### config.mk
export PLATFORM = sky130hd
export DESIGN_NAME = lups_ctrl
export DESIGN_NICKNAME = d
export VERILOG_FILES = /design/src/sv/lups_pkg.sv /design/src/sv/lups_ctrl.sv
export VERILOG_INCLUDE_DIRS = /design/src /design/src/sv
export SDC_FILE = /design/constraint.sdc
export NUM_CORES = 1
export LEC_CHECK = 0
export ABC_AREA = 0
export BUFFER_PORTS_ARGS = -buffer_cell sky130_fd_sc_hd__buf_4
export CAP_MARGIN = 20
export CORE_UTILIZATION = 35
export DETAILED_ROUTE_END_ITERATION = 8
export GPL_ROUTABILITY_DRIVEN = 0
export PLACE_DENSITY_LB_ADDON = 0.25
export SETUP_SLACK_MARGIN = 0.1
export SYNTH_ARGS = -nofsm -noshare
export SYNTH_HDL_FRONTEND = slang
export SYNTH_SLANG_ARGS = --single-unit
### constraint.sdc
create_clock -name clk -period 9.65 [get_ports clk]
set_input_delay 1.4475 -clock clk [delete_from_list [all_inputs] [get_ports clk]]
set_output_delay 1.4475 -clock clk [all_outputs]
set_load 0.005 [all_outputs]
### src/sv/lu_pivot_linear_solver_defines.svh
// Assertion macros shared by the solver modules.
`ifndef LU_PIVOT_LINEAR_SOLVER_DEFINES_SVH
`define LU_PIVOT_LINEAR_SOLVER_DEFINES_SVH

// The consequent must hold in the same cycle as the antecedent.
`define LUPS_ASSERT_IMP(lbl, ante, cons, msg) \
	lbl: assert property (@(posedge clk) disable iff (!arst_n) (ante) |-> (cons)) \
		else $error(msg);

// The consequent must hold in the cycle after the antecedent.
`define LUPS_ASSERT_NXT(lbl, ante, cons, msg) \
	lbl: assert property (@(posedge clk) disable iff (!arst_n) (ante) |=> (cons)) \
		else $error(msg);

`endif

### src/sv/lups_pkg.sv
package lups_pkg;

	localparam int MAX_N     = 16;
	localparam int IDX_W     = $clog2(MAX_N);
	localparam int CNT_W     = IDX_W + 1;
	localparam int ADDR_W    = 2 * IDX_W;
	localparam int MAT_D     = MAX_N * MAX_N;
	localparam int FRAC_BITS = 16;
	localparam int DATA_W    = 32;
	localparam int PROD_W    = 2 * DATA_W;
	localparam int DIV_W     = DATA_W + FRAC_BITS;
	localparam int SUM_W     = DATA_W + IDX_W + 1;
	localparam int SIZE_W    = 5;
	localparam int THR_W     = 16;
	localparam int FUNC_W    = 2;
	localparam int MAG_W     = DATA_W + 1;

	localparam logic [FUNC_W-1:0] FN_LOAD_M = 2'd0;
	localparam logic [FUNC_W-1:0] FN_LOAD_B = 2'd1;
	localparam logic [FUNC_W-1:0] FN_SOLVE  = 2'd2;

	localparam logic signed [PROD_W-1:0] S_MAX = 64'sd2147483647;
	localparam logic signed [PROD_W-1:0] S_MIN = -64'sd2147483648;

	typedef enum logic [2:0] {
		MW_IN, MW_MA, MW_MB, MW_QUO, MW_UPD
	} msel_t;

	typedef enum logic [2:0] {
		VW_RHS, VW_VA, VW_VB, VW_ACC, VW_QUO
	} vsel_t;

	typedef enum logic {
		RW_IN, RW_VA
	} rsel_t;

	typedef enum logic [3:0] {
		OP_NONE, OP_MAG_INIT, OP_MAG_CMP, OP_PIV, OP_DIV_L, OP_DIV_B, OP_MUL_MB,
		OP_MUL_MV, OP_ACC_LD, OP_ACC_SUB, OP_SUM_CLR, OP_SUM_ADD, OP_L_LD
	} dpop_t;

	typedef struct packed {
		logic              m_ra_en;
		logic [ADDR_W-1:0] m_ra;
		logic              m_rb_en;
		logic [ADDR_W-1:0] m_rb;
		logic              m_we;
		logic [ADDR_W-1:0] m_wa;
		msel_t             m_ws;
		logic              v_ra_en;
		logic [IDX_W-1:0]  v_ra;
		logic              v_rb_en;
		logic [IDX_W-1:0]  v_rb;
		logic              v_we;
		logic [IDX_W-1:0]  v_wa;
		vsel_t             v_ws;
		logic              r_re;
		logic [IDX_W-1:0]  r_ra;
		logic              r_we;
		logic [IDX_W-1:0]  r_wa;
		rsel_t             r_ws;
		dpop_t             op;
		logic              o_ld;
		logic              o_sing;
		logic [IDX_W-1:0]  o_idx;
		logic              o_last;
	} cmd_t;

	typedef struct packed {
		logic gt;
		logic sing;
		logic div_busy;
		logic div_done;
		logic out_busy;
	} sts_t;

	function automatic logic signed [DATA_W-1:0] sat64(input logic signed [PROD_W-1:0] v);
		if (v > S_MAX) begin
			return DATA_W'(S_MAX);
		end
		if (v < S_MIN) begin
			return DATA_W'(S_MIN);
		end
		return DATA_W'(v);
	endfunction

	function automatic logic signed [DATA_W-1:0] fx_scale(input logic signed [PROD_W-1:0] p);
		return sat64(p >>> FRAC_BITS);
	endfunction

endpackage

### src/sv/lups_ctrl.sv
`include "lu_pivot_linear_solver_defines.svh"

module lups_ctrl (
	input  logic                          clk,
	input  logic                          arst_n,
	input  logic                          in_valid,
	output logic                          in_ready,
	input  logic [lups_pkg::FUNC_W-1:0]   func,
	input  logic [lups_pkg::IDX_W-1:0]    row_index,
	input  logic [lups_pkg::IDX_W-1:0]    col_index,
	input  logic [lups_pkg::SIZE_W-1:0]   matrix_size,
	input  lups_pkg::sts_t                sts,
	output lups_pkg::cmd_t                cmd
);
	import lups_pkg::*;

	localparam int NST = 43;

	typedef enum logic [NST-1:0] {
		ST_IDLE   = NST'(1) << 0,
		ST_CP_RD  = NST'(1) << 1,
		ST_CP_WR  = NST'(1) << 2,
		ST_PS_RD0 = NST'(1) << 3,
		ST_PS_INI = NST'(1) << 4,
		ST_PS_RD  = NST'(1) << 5,
		ST_PS_CMP = NST'(1) << 6,
		ST_PS_CHK = NST'(1) << 7,
		ST_SW_RD  = NST'(1) << 8,
		ST_SW_W1  = NST'(1) << 9,
		ST_SW_W2  = NST'(1) << 10,
		ST_VS_RD  = NST'(1) << 11,
		ST_VS_W1  = NST'(1) << 12,
		ST_VS_W2  = NST'(1) << 13,
		ST_PV_RD  = NST'(1) << 14,
		ST_PV_LD  = NST'(1) << 15,
		ST_L_RD   = NST'(1) << 16,
		ST_L_DIV  = NST'(1) << 17,
		ST_L_WAIT = NST'(1) << 18,
		ST_L_WR   = NST'(1) << 19,
		ST_U_RD   = NST'(1) << 20,
		ST_U_MUL  = NST'(1) << 21,
		ST_U_WR   = NST'(1) << 22,
		ST_FC_RD  = NST'(1) << 23,
		ST_FC_MAG = NST'(1) << 24,
		ST_FC_CHK = NST'(1) << 25,
		ST_F_INI  = NST'(1) << 26,
		ST_F_LD   = NST'(1) << 27,
		ST_F_RD   = NST'(1) << 28,
		ST_F_MUL  = NST'(1) << 29,
		ST_F_ACC  = NST'(1) << 30,
		ST_F_WR   = NST'(1) << 31,
		ST_B_INI  = NST'(1) << 32,
		ST_B_RD   = NST'(1) << 33,
		ST_B_MUL  = NST'(1) << 34,
		ST_B_ACC  = NST'(1) << 35,
		ST_B_D    = NST'(1) << 36,
		ST_B_DIV  = NST'(1) << 37,
		ST_B_WAIT = NST'(1) << 38,
		ST_B_WR   = NST'(1) << 39,
		ST_O_RD   = NST'(1) << 40,
		ST_O_WR   = NST'(1) << 41,
		ST_SG     = NST'(1) << 42
	} state_t;

	state_t           state_q, state_d;
	logic [CNT_W-1:0] i_q, i_d, j_q, j_d, k_q, k_d;
	logic [IDX_W-1:0] best_q, best_d;
	logic [CNT_W-1:0] n;

	function automatic logic [ADDR_W-1:0] cadr(input logic [CNT_W-1:0] r,
		input logic [CNT_W-1:0] c);
		return {r[IDX_W-1:0], c[IDX_W-1:0]};
	endfunction

	always_comb begin
		if (matrix_size == '0) begin
			n = CNT_W'(1);
		end else if ({1'b0, matrix_size} > (SIZE_W + 1)'(MAX_N)) begin
			n = CNT_W'(MAX_N);
		end else begin
			n = CNT_W'(matrix_size);
		end
	end

	assign in_ready = (state_q == ST_IDLE);

	always_comb begin
		state_d = state_q;
		i_d     = i_q;
		j_d     = j_q;
		k_d     = k_q;
		best_d  = best_q;
		cmd     = '0;
		unique case (state_q)
			ST_IDLE: begin
				if (in_valid) begin
					case (func)
						FN_LOAD_M: begin
							cmd.m_we = 1'b1;
							cmd.m_wa = {row_index, col_index};
							cmd.m_ws = MW_IN;
						end
						FN_LOAD_B: begin
							cmd.r_we = 1'b1;
							cmd.r_wa = row_index;
							cmd.r_ws = RW_IN;
						end
						FN_SOLVE: begin
							k_d     = '0;
							state_d = ST_CP_RD;
						end
						default: ;
					endcase
				end
			end
			ST_CP_RD: begin
				cmd.r_re = 1'b1;
				cmd.r_ra = k_q[IDX_W-1:0];
				state_d  = ST_CP_WR;
			end
			ST_CP_WR: begin
				cmd.v_we = 1'b1;
				cmd.v_wa = k_q[IDX_W-1:0];
				cmd.v_ws = VW_RHS;
				k_d      = k_q + 1'b1;
				if (k_q + 1'b1 == n) begin
					i_d     = '0;
					state_d = (n == CNT_W'(1)) ? ST_FC_RD : ST_PS_RD0;
				end else begin
					state_d = ST_CP_RD;
				end
			end
			ST_PS_RD0: begin
				cmd.m_ra_en = 1'b1;
				cmd.m_ra    = cadr(i_q, i_q);
				state_d     = ST_PS_INI;
			end
			ST_PS_INI: begin
				cmd.op  = OP_MAG_INIT;
				best_d  = i_q[IDX_W-1:0];
				j_d     = i_q + 1'b1;
				state_d = ST_PS_RD;
			end
			ST_PS_RD: begin
				cmd.m_ra_en = 1'b1;
				cmd.m_ra    = cadr(j_q, i_q);
				state_d     = ST_PS_CMP;
			end
			ST_PS_CMP: begin
				cmd.op = OP_MAG_CMP;
				if (sts.gt) begin
					best_d = j_q[IDX_W-1:0];
				end
				j_d     = j_q + 1'b1;
				state_d = (j_q + 1'b1 == n) ? ST_PS_CHK : ST_PS_RD;
			end
			ST_PS_CHK: begin
				if (sts.sing) begin
					state_d = ST_SG;
				end else if (best_q != i_q[IDX_W-1:0]) begin
					k_d     = '0;
					state_d = ST_SW_RD;
				end else begin
					state_d = ST_PV_RD;
				end
			end
			ST_SW_RD: begin
				cmd.m_ra_en = 1'b1;
				cmd.m_ra    = cadr(i_q, k_q);
				cmd.m_rb_en = 1'b1;
				cmd.m_rb    = {best_q, k_q[IDX_W-1:0]};
				state_d     = ST_SW_W1;
			end
			ST_SW_W1: begin
				cmd.m_we = 1'b1;
				cmd.m_wa = cadr(i_q, k_q);
				cmd.m_ws = MW_MB;
				state_d  = ST_SW_W2;
			end
			ST_SW_W2: begin
				cmd.m_we = 1'b1;
				cmd.m_wa = {best_q, k_q[IDX_W-1:0]};
				cmd.m_ws = MW_MA;
				k_d      = k_q + 1'b1;
				state_d  = (k_q + 1'b1 == n) ? ST_VS_RD : ST_SW_RD;
			end
			ST_VS_RD: begin
				cmd.v_ra_en = 1'b1;
				cmd.v_ra    = i_q[IDX_W-1:0];
				cmd.v_rb_en = 1'b1;
				cmd.v_rb    = best_q;
				state_d     = ST_VS_W1;
			end
			ST_VS_W1: begin
				cmd.v_we = 1'b1;
				cmd.v_wa = i_q[IDX_W-1:0];
				cmd.v_ws = VW_VB;
				state_d  = ST_VS_W2;
			end
			ST_VS_W2: begin
				cmd.v_we = 1'b1;
				cmd.v_wa = best_q;
				cmd.v_ws = VW_VA;
				state_d  = ST_PV_RD;
			end
			ST_PV_RD: begin
				cmd.m_ra_en = 1'b1;
				cmd.m_ra    = cadr(i_q, i_q);
				state_d     = ST_PV_LD;
			end
			ST_PV_LD: begin
				cmd.op  = OP_PIV;
				j_d     = i_q + 1'b1;
				state_d = ST_L_RD;
			end
			ST_L_RD: begin
				cmd.m_ra_en = 1'b1;
				cmd.m_ra    = cadr(j_q, i_q);
				state_d     = ST_L_DIV;
			end
			ST_L_DIV: begin
				cmd.op  = OP_DIV_L;
				state_d = ST_L_WAIT;
			end
			ST_L_WAIT: begin
				if (sts.div_done) begin
					state_d = ST_L_WR;
				end
			end
			ST_L_WR: begin
				cmd.m_we = 1'b1;
				cmd.m_wa = cadr(j_q, i_q);
				cmd.m_ws = MW_QUO;
				cmd.op   = OP_L_LD;
				k_d      = i_q + 1'b1;
				state_d  = ST_U_RD;
			end
			ST_U_RD: begin
				cmd.m_ra_en = 1'b1;
				cmd.m_ra    = cadr(j_q, k_q);
				cmd.m_rb_en = 1'b1;
				cmd.m_rb    = cadr(i_q, k_q);
				state_d     = ST_U_MUL;
			end
			ST_U_MUL: begin
				cmd.op  = OP_MUL_MB;
				state_d = ST_U_WR;
			end
			ST_U_WR: begin
				cmd.m_we = 1'b1;
				cmd.m_wa = cadr(j_q, k_q);
				cmd.m_ws = MW_UPD;
				k_d      = k_q + 1'b1;
				if (k_q + 1'b1 != n) begin
					state_d = ST_U_RD;
				end else if (j_q + 1'b1 != n) begin
					j_d     = j_q + 1'b1;
					state_d = ST_L_RD;
				end else begin
					i_d     = i_q + 1'b1;
					state_d = (i_q + 2'd2 == n) ? ST_FC_RD : ST_PS_RD0;
				end
			end
			ST_FC_RD: begin
				cmd.m_ra_en = 1'b1;
				cmd.m_ra    = cadr(n - 1'b1, n - 1'b1);
				state_d     = ST_FC_MAG;
			end
			ST_FC_MAG: begin
				cmd.op  = OP_MAG_INIT;
				state_d = ST_FC_CHK;
			end
			ST_FC_CHK: begin
				i_d     = '0;
				state_d = sts.sing ? ST_SG : ST_F_INI;
			end
			ST_F_INI: begin
				cmd.v_ra_en = 1'b1;
				cmd.v_ra    = i_q[IDX_W-1:0];
				state_d     = ST_F_LD;
			end
			ST_F_LD: begin
				cmd.op  = OP_ACC_LD;
				j_d     = '0;
				state_d = (i_q == '0) ? ST_F_WR : ST_F_RD;
			end
			ST_F_RD: begin
				cmd.m_ra_en = 1'b1;
				cmd.m_ra    = cadr(i_q, j_q);
				cmd.v_rb_en = 1'b1;
				cmd.v_rb    = j_q[IDX_W-1:0];
				state_d     = ST_F_MUL;
			end
			ST_F_MUL: begin
				cmd.op  = OP_MUL_MV;
				state_d = ST_F_ACC;
			end
			ST_F_ACC: begin
				cmd.op  = OP_ACC_SUB;
				j_d     = j_q + 1'b1;
				state_d = (j_q + 1'b1 == i_q) ? ST_F_WR : ST_F_RD;
			end
			ST_F_WR: begin
				cmd.v_we = 1'b1;
				cmd.v_wa = i_q[IDX_W-1:0];
				cmd.v_ws = VW_ACC;
				if (i_q + 1'b1 == n) begin
					state_d = ST_B_INI;
				end else begin
					i_d     = i_q + 1'b1;
					state_d = ST_F_INI;
				end
			end
			ST_B_INI: begin
				cmd.op  = OP_SUM_CLR;
				j_d     = i_q + 1'b1;
				state_d = (i_q + 1'b1 == n) ? ST_B_D : ST_B_RD;
			end
			ST_B_RD: begin
				cmd.m_ra_en = 1'b1;
				cmd.m_ra    = cadr(i_q, j_q);
				cmd.v_rb_en = 1'b1;
				cmd.v_rb    = j_q[IDX_W-1:0];
				state_d     = ST_B_MUL;
			end
			ST_B_MUL: begin
				cmd.op  = OP_MUL_MV;
				state_d = ST_B_ACC;
			end
			ST_B_ACC: begin
				cmd.op  = OP_SUM_ADD;
				j_d     = j_q + 1'b1;
				state_d = (j_q + 1'b1 == n) ? ST_B_D : ST_B_RD;
			end
			ST_B_D: begin
				cmd.m_ra_en = 1'b1;
				cmd.m_ra    = cadr(i_q, i_q);
				cmd.v_ra_en = 1'b1;
				cmd.v_ra    = i_q[IDX_W-1:0];
				state_d     = ST_B_DIV;
			end
			ST_B_DIV: begin
				cmd.op  = OP_DIV_B;
				state_d = ST_B_WAIT;
			end
			ST_B_WAIT: begin
				if (sts.div_done) begin
					state_d = ST_B_WR;
				end
			end
			ST_B_WR: begin
				cmd.v_we = 1'b1;
				cmd.v_wa = i_q[IDX_W-1:0];
				cmd.v_ws = VW_QUO;
				if (i_q == '0) begin
					k_d     = '0;
					state_d = ST_O_RD;
				end else begin
					i_d     = i_q - 1'b1;
					state_d = ST_B_INI;
				end
			end
			ST_O_RD: begin
				if (!sts.out_busy) begin
					cmd.v_ra_en = 1'b1;
					cmd.v_ra    = k_q[IDX_W-1:0];
					state_d     = ST_O_WR;
				end
			end
			ST_O_WR: begin
				cmd.r_we   = 1'b1;
				cmd.r_wa   = k_q[IDX_W-1:0];
				cmd.r_ws   = RW_VA;
				cmd.o_ld   = 1'b1;
				cmd.o_idx  = k_q[IDX_W-1:0];
				cmd.o_last = (k_q + 1'b1 == n);
				k_d        = k_q + 1'b1;
				state_d    = (k_q + 1'b1 == n) ? ST_IDLE : ST_O_RD;
			end
			ST_SG: begin
				if (!sts.out_busy) begin
					cmd.o_ld   = 1'b1;
					cmd.o_sing = 1'b1;
					cmd.o_last = 1'b1;
					state_d    = ST_IDLE;
				end
			end
			default: state_d = ST_IDLE;
		endcase
	end

	always_ff @(posedge clk or negedge arst_n) begin
		if (!arst_n) begin
			state_q <= ST_IDLE;
			i_q     <= '0;
			j_q     <= '0;
			k_q     <= '0;
			best_q  <= '0;
		end else begin
			state_q <= state_d;
			i_q     <= i_d;
			j_q     <= j_d;
			k_q     <= k_d;
			best_q  <= best_d;
		end
	end

	`LUPS_ASSERT_IMP(a_wait_div, state_q == ST_L_WAIT || state_q == ST_B_WAIT,
		sts.div_busy || sts.div_done, "Waiting on a divider that is not running.")

endmodule

==> results of run 1 <==
worst paths after layout:
kind                            slack [ns]  depth (start not counted)         from           to
worst max-delay path                  4.31                          8  state_q[17]      cmd[43]
worst min-delay path                  0.57                          2  state_q[38]  state_q[38]
min in group asynchronous             1.21                          1       arst_n  state_q[18]
worst max register to register        5.88                          8  state_q[29]       k_q[2]
max in group asynchronous             7.91                          1       arst_n       j_q[0]
worst min register to register        0.57                          2  state_q[38]  state_q[38]
area by class of cell:
| class | count | area [um2] | area share |
|---|---|---|---|
| Tap cell | 184 | 230 | 0.0360 |
| Inverter | 39 | 146 | 0.0229 |
| Timing Repair Buffer | 95 | 713 | 0.112 |
| Multi-Input combinational cell | 504 | 3430 | 0.537 |
| Clock buffer | 12 | 246 | 0.0386 |
| Clock inverter | 4 | 70.1 | 0.0110 |
| Sequential cell | 62 | 1550 | 0.243 |
flip-flops by register name, summed over array words and instances, names as in the netlist:
signal / count
best_q: 4
state_q: 43
k_q: 5
j_q: 5
i_q: 5
synthesized netlist by cell type (all sizes together) (15+ instances only):
| cell | n | area, um2 |
|---|---|---|
| inv | 38 | 143 |
| nor4 | 31 | 270 |
| nand2 | 60 | 228 |
| a21oi | 22 | 114 |
| nand3 | 25 | 130 |
| dfrtp | 61 | 1530 |
| o21ai | 28 | 144 |
| xnor2 | 22 | 193 |
| xor2 | 15 | 131 |
| nor2 | 46 | 173 |
| nand4 | 23 | 144 |
| nor3 | 19 | 111 |
| clkbuf | 24 | 91.3 |
routing by layer:
metal | part of all wire | track usage
met3 | 0.088 | 0.0494
met4 | 0.034 | 0.107
met5 | 0 | 0
met1 | 0.40 | 0.324
met2 | 0.47 | 0.404
per-stage QoR:
stage / cells / setup slack [ns] / instance area [um2]
2_1_floorplan: 638 / 5.27 / 5260
3_3_place_gp: 883 / 4.70 / 6060
3_5_place_dp: 883 / 4.65 / 6060
4_1_cts: 899 / 4.27 / 6380
5_1_grt: 900 / 4.09 / 6390
6_report: 900 / 4.31 / 6390
power breakdown:
| group | internal, mW | total, mW | switching [mW] |
|---|---|---|---|
| Sequential | 0.277 | 0.341 | 0.0633 |
| Combinational | 0.117 | 0.317 | 0.200 |
| Clock | 0.232 | 0.353 | 0.121 |
worst max-delay path: cells and delay by family, from the launching register on:
| family | cells | cell delay, ns |
|---|---|---|
| simple gates | 5 | 2.65 |
| buf+inv | 1 | 0.15 |
| flops | 1 | 0.46 |
| compound gates | 2 | 0.27 |
cells by family (layout without fill, tap and decap cells):
group           Yosys count  in the layout  share of synthesized area
buf+inv                  72            150                     0.0535
mux                       6              6                     0.0124
flops                    62             62                      0.295
compound gates          135            135                      0.188
simple gates            316            316                      0.364
xor+xnor                 38             38                     0.0658
fa+ha+maj                 9              9                     0.0214
==> reports/metrics.cfg, run 1 <==
[global_route]
grt_max_degree=63
grt_pass1_wl_um=29900
grt_pass1_vias=5271
gr-usage-all-layers=0.250
gr-total-overflow=0
antenna_found_initial=0

[floorplan]
rows=44
io_pins=94
start_util=0.361
dieArea_um2=15500
die-width_um=125
die_y_um=125
core_area_um2=14600

[sta]
hold_viol=0
fin_tns_setup_ns=0
relSlewSlack=0.358
rsz0062_at_grt=no
fin_worst_skew_ns=0.00856
max_freq_ghz=0.187
drv_slew=0
timing.hold.ws_ns=0.568
finalCritPeriodShare=0.553
min_period_ns=5.34
setup_viol=0
worst_slew_pin_slew_ns=0.955

[yosys]
ys.flop_type=dfrtp_1
synth_warnings=0
synthDistinctLibCells=79
yosysSeqAreaShare=0.295
syn_area_per_cell_um2=8.25
async_reset_ff_frac=1.00
syn_nets=670
synth-edff-count=0
ys_ff_latch=62
syn_area_um2=5260
syn_inst=638

[layout]
drive_above_1_share=0.208
final_cell_mix=buf_4, dfrtp_1, nand2_1, nor2_1, inv_1
final_util=0.438
area_delta_synth_final_pct=21.4
antennaDiodeCount=0
fin_nets=743
nFillCells=1427
layout_commonest_cell=buf_4

[cts]
clkTransAtPathRegs_ns=0.06
numCtsBuffers=9
post_cts_buffers=0
holdBufCountCts=0
htree_levels=3
cts_num_sinks=62
cts_buffer_depth=2
clk_latency_ns=0.34
cts_tree=yes
cts_root_buf=clkbuf_16
ctsResizeCount=0

[critical_path]
crit_chain=or4_1 > nor4_4 > nand4_1 > nor3b_2 > and4bb_1 > a22oi_1 > o21ai_1 > buf_4
critPathSlowestCell=or4_1
crit_required_ns=8.20
end_kind=primary output
arrival_ns=3.89
critPathMaxFanout=9
worstSetupStartpointType=flip-flop
critical_path_class=reg -> out
slowest_delay_ns=0.72

[detailed_routing]
drc=1
drt_iter0_markers=689
finalWirelength_um=19500
dr_total_vias=5605
first_pass_iters=9
ant_nets=0
routed_via_density=6.23
wl_per_cell_um=21.7

[flow_run]
cap_violations=0

[power]
powerDensity_nw_per_um2=158
totalPowerFinal_mw=1.01
ir_drop_mv=0.0836
p_leak_nw=3.09

[status]
violations=DRC
status=finished, violations left

[placed_design]
port_buffers=92
dpl.hpwl_um=14900

[hold_path]
hp-class=reg -> reg

Power figures use the tool's default switching activity.
==> run 2, diff against run 1 <==
==> constraint.sdc (replaced) <==
create_clock -name clk -period 4.9 [get_ports clk]
set_input_delay 0.735 -clock clk [delete_from_list [all_inputs] [get_ports clk]]
set_output_delay 0.735 -clock clk [all_outputs]
set_load 0.005 [all_outputs]
==> run 2 against run 1 <==
Net effect: the run now ends clean; clock power is 71% higher; clock skew is 0.0017 ns lower; core utilization hardly changed; first-iteration DRC count is 7.7% higher; worst setup slack worse by 3.9 ns; global-route usage is 0.59 points higher; worst hold slack worse by 0.085 ns; final cell count is 0.44% higher.
==> reports/metrics.cfg, run 2 (same netlist as run 1, synthesis figures left out) <==
[status]
status=finished, final reports clean

[power]
p_switching_uw=756
powerDensity_nw_per_um2=300
p_int_mw=1.16
ir_drop_mv=0.152
p_sw_frac=0.394
p_leak_nw=3.09
combinationalPowerShare=0.336
clkPwrFrac=0.314
seqPwrFrac=0.350

[global_route]
gr-usage-all-layers=0.256
grt_pass1_wl_um=31100
antenna_found_initial=0
gr-total-overflow=0
grt_max_degree=63
grt_pass1_vias=5566

[sta]
fin_worst_skew_ns=0.00686
setup_viol=0
worst_slew_pin_slew_ns=0.971
finalCritPeriodShare=0.918
min_period_ns=4.50
hold_viol=0
rsz0062_at_grt=no
fin_tns_setup_ns=0
drv_slew=0
relSlewSlack=0.347
max_freq_ghz=0.222

[cts]
cts_num_sinks=62
cts_buffer_depth=2
clkTransAtPathRegs_ns=0.05
clk_latency_ns=0.34
cts_root_buf=clkbuf_16
ctsResizeCount=0
numCtsBuffers=9
cts_tree=yes
post_cts_buffers=0
holdBufCountCts=0
htree_levels=3

[layout]
antennaDiodeCount=0
final_util=0.438
largest_reg_flops=43
top_register=state_q
drive_above_1_share=0.214
layout_commonest_cell=buf_4
area_delta_synth_final_pct=21.4
fin_nets=749
final_cell_mix=buf_4, dfrtp_1, nand2_1, nor2_1, inv_1

[floorplan]
die_y_um=125
start_util=0.361
rows=44
io_pins=94
core_area_um2=14600
dieArea_um2=15500
die-width_um=125

[critical_path]
ff2ff_setup_slack_ns=1.17
slowest_delay_ns=0.71
worstSetupStartpointType=flip-flop
critical_path_class=reg -> out
critPathMaxFanout=9
crit_chain=or4_1 > nor4_4 > nand4_1 > nor3b_2 > buf_4 > and4bb_1 > a22oi_1 > o21ai_1 > buf_4
end_kind=primary output
crit_top_cell=buf_4
critPathSlowestCell=or4_1
arrival_ns=3.76
crit_required_ns=4.16

[placed_design]
dpl.hpwl_um=15100
port_buffers=92

[flow_run]
cap_violations=0

[detailed_routing]
routed_via_density=6.40
first_pass_iters=5
ant_nets=0
dr_total_vias=5785
drc=0
wl_per_cell_um=21.9
drt_iter0_markers=742
finalWirelength_um=19800

[hold_path]
hp-class=in -> async

[run 2: changes by cell type in the layout (fill, tap and decap cells not counted)]
cell       before  now
clkbuf_1        2    1
buf_4          94  101
clkinv_2        2    1
clkbuf_4        1    0
bufinv_16       2    0
clkbuf_8        1    3
[run 2: metal layers]
metal	GRT usage	part of all wire	vias to the layer above
li1	-	-	2582
met1	0.330	0.40	2815
met2	0.419	0.48	338
met3	0.0430	0.085	50
met4	0.113	0.033	0
met5	0	0	-
[run 2: path summary, 6_finish.rpt]
| check | startpoint | end | cells after the start |
|---|---|---|---|
| worst max register to register | state_q[17] | k_q[2] | 8 |
| worst min register to register | j_q[4] | j_q[4] | 1 |
| max in group asynchronous | arst_n | k_q[4] | 1 |
| worst max-delay path | state_q[17] | cmd[43] | 9 |
| worst min-delay path | arst_n | state_q[19] | 1 |
| min in group clk | j_q[4] | j_q[4] | 1 |
[run 2: final cells by class]
type	count	area, um2
Multi-Input combinational cell	504	3430
Clock inverter	1	5.00
Clock buffer	13	270
Timing Repair Buffer	101	758
Inverter	39	146
Tap cell	184	230
Fill cell	1438	8200
Sequential cell	62	1550
[run 2: power by group through the flow]
stage	Combinational [mW]	Sequential [mW]	Clock [mW]
after floorplan	0.480	0.583	0
after global placement	0.612	0.673	0
after detailed placement	0.628	0.677	0
after CTS	0.630	0.668	0.609
after global routing	0.696	0.678	0.631
final	0.644	0.672	0.603
[run 2: worst max-delay path: cells and delay by family (launching register included)]
| kind | cells | cell delay, ns |
|---|---|---|
| AOI/OAI and AO/OA | 2 | 0.28 |
| buffers and inverters | 2 | 0.30 |
| and+or+nand+nor | 5 | 2.37 |
| DFF | 1 | 0.47 |
[run 2: metrics by stage]
| step | worst slack, ns | area, um2 | hold slack [ns] | cells | power, mW |
|---|---|---|---|---|---|
| 6_report | 0.400 | 6390 | 0.484 | 904 | 1.92 |
| 5_1_grt | 0.140 | 6390 | 0.568 | 904 | 2.00 |
| 4_1_cts | 0.426 | 6390 | 0.522 | 904 | 1.91 |
| 3_5_place_dp | 0.814 | 6120 | 0.528 | 890 | 1.30 |
| 3_3_place_gp | 0.845 | 6120 | 0.516 | 890 | 1.28 |
| 2_1_floorplan | 1.47 | 5260 | 0.439 | 638 | 1.06 |
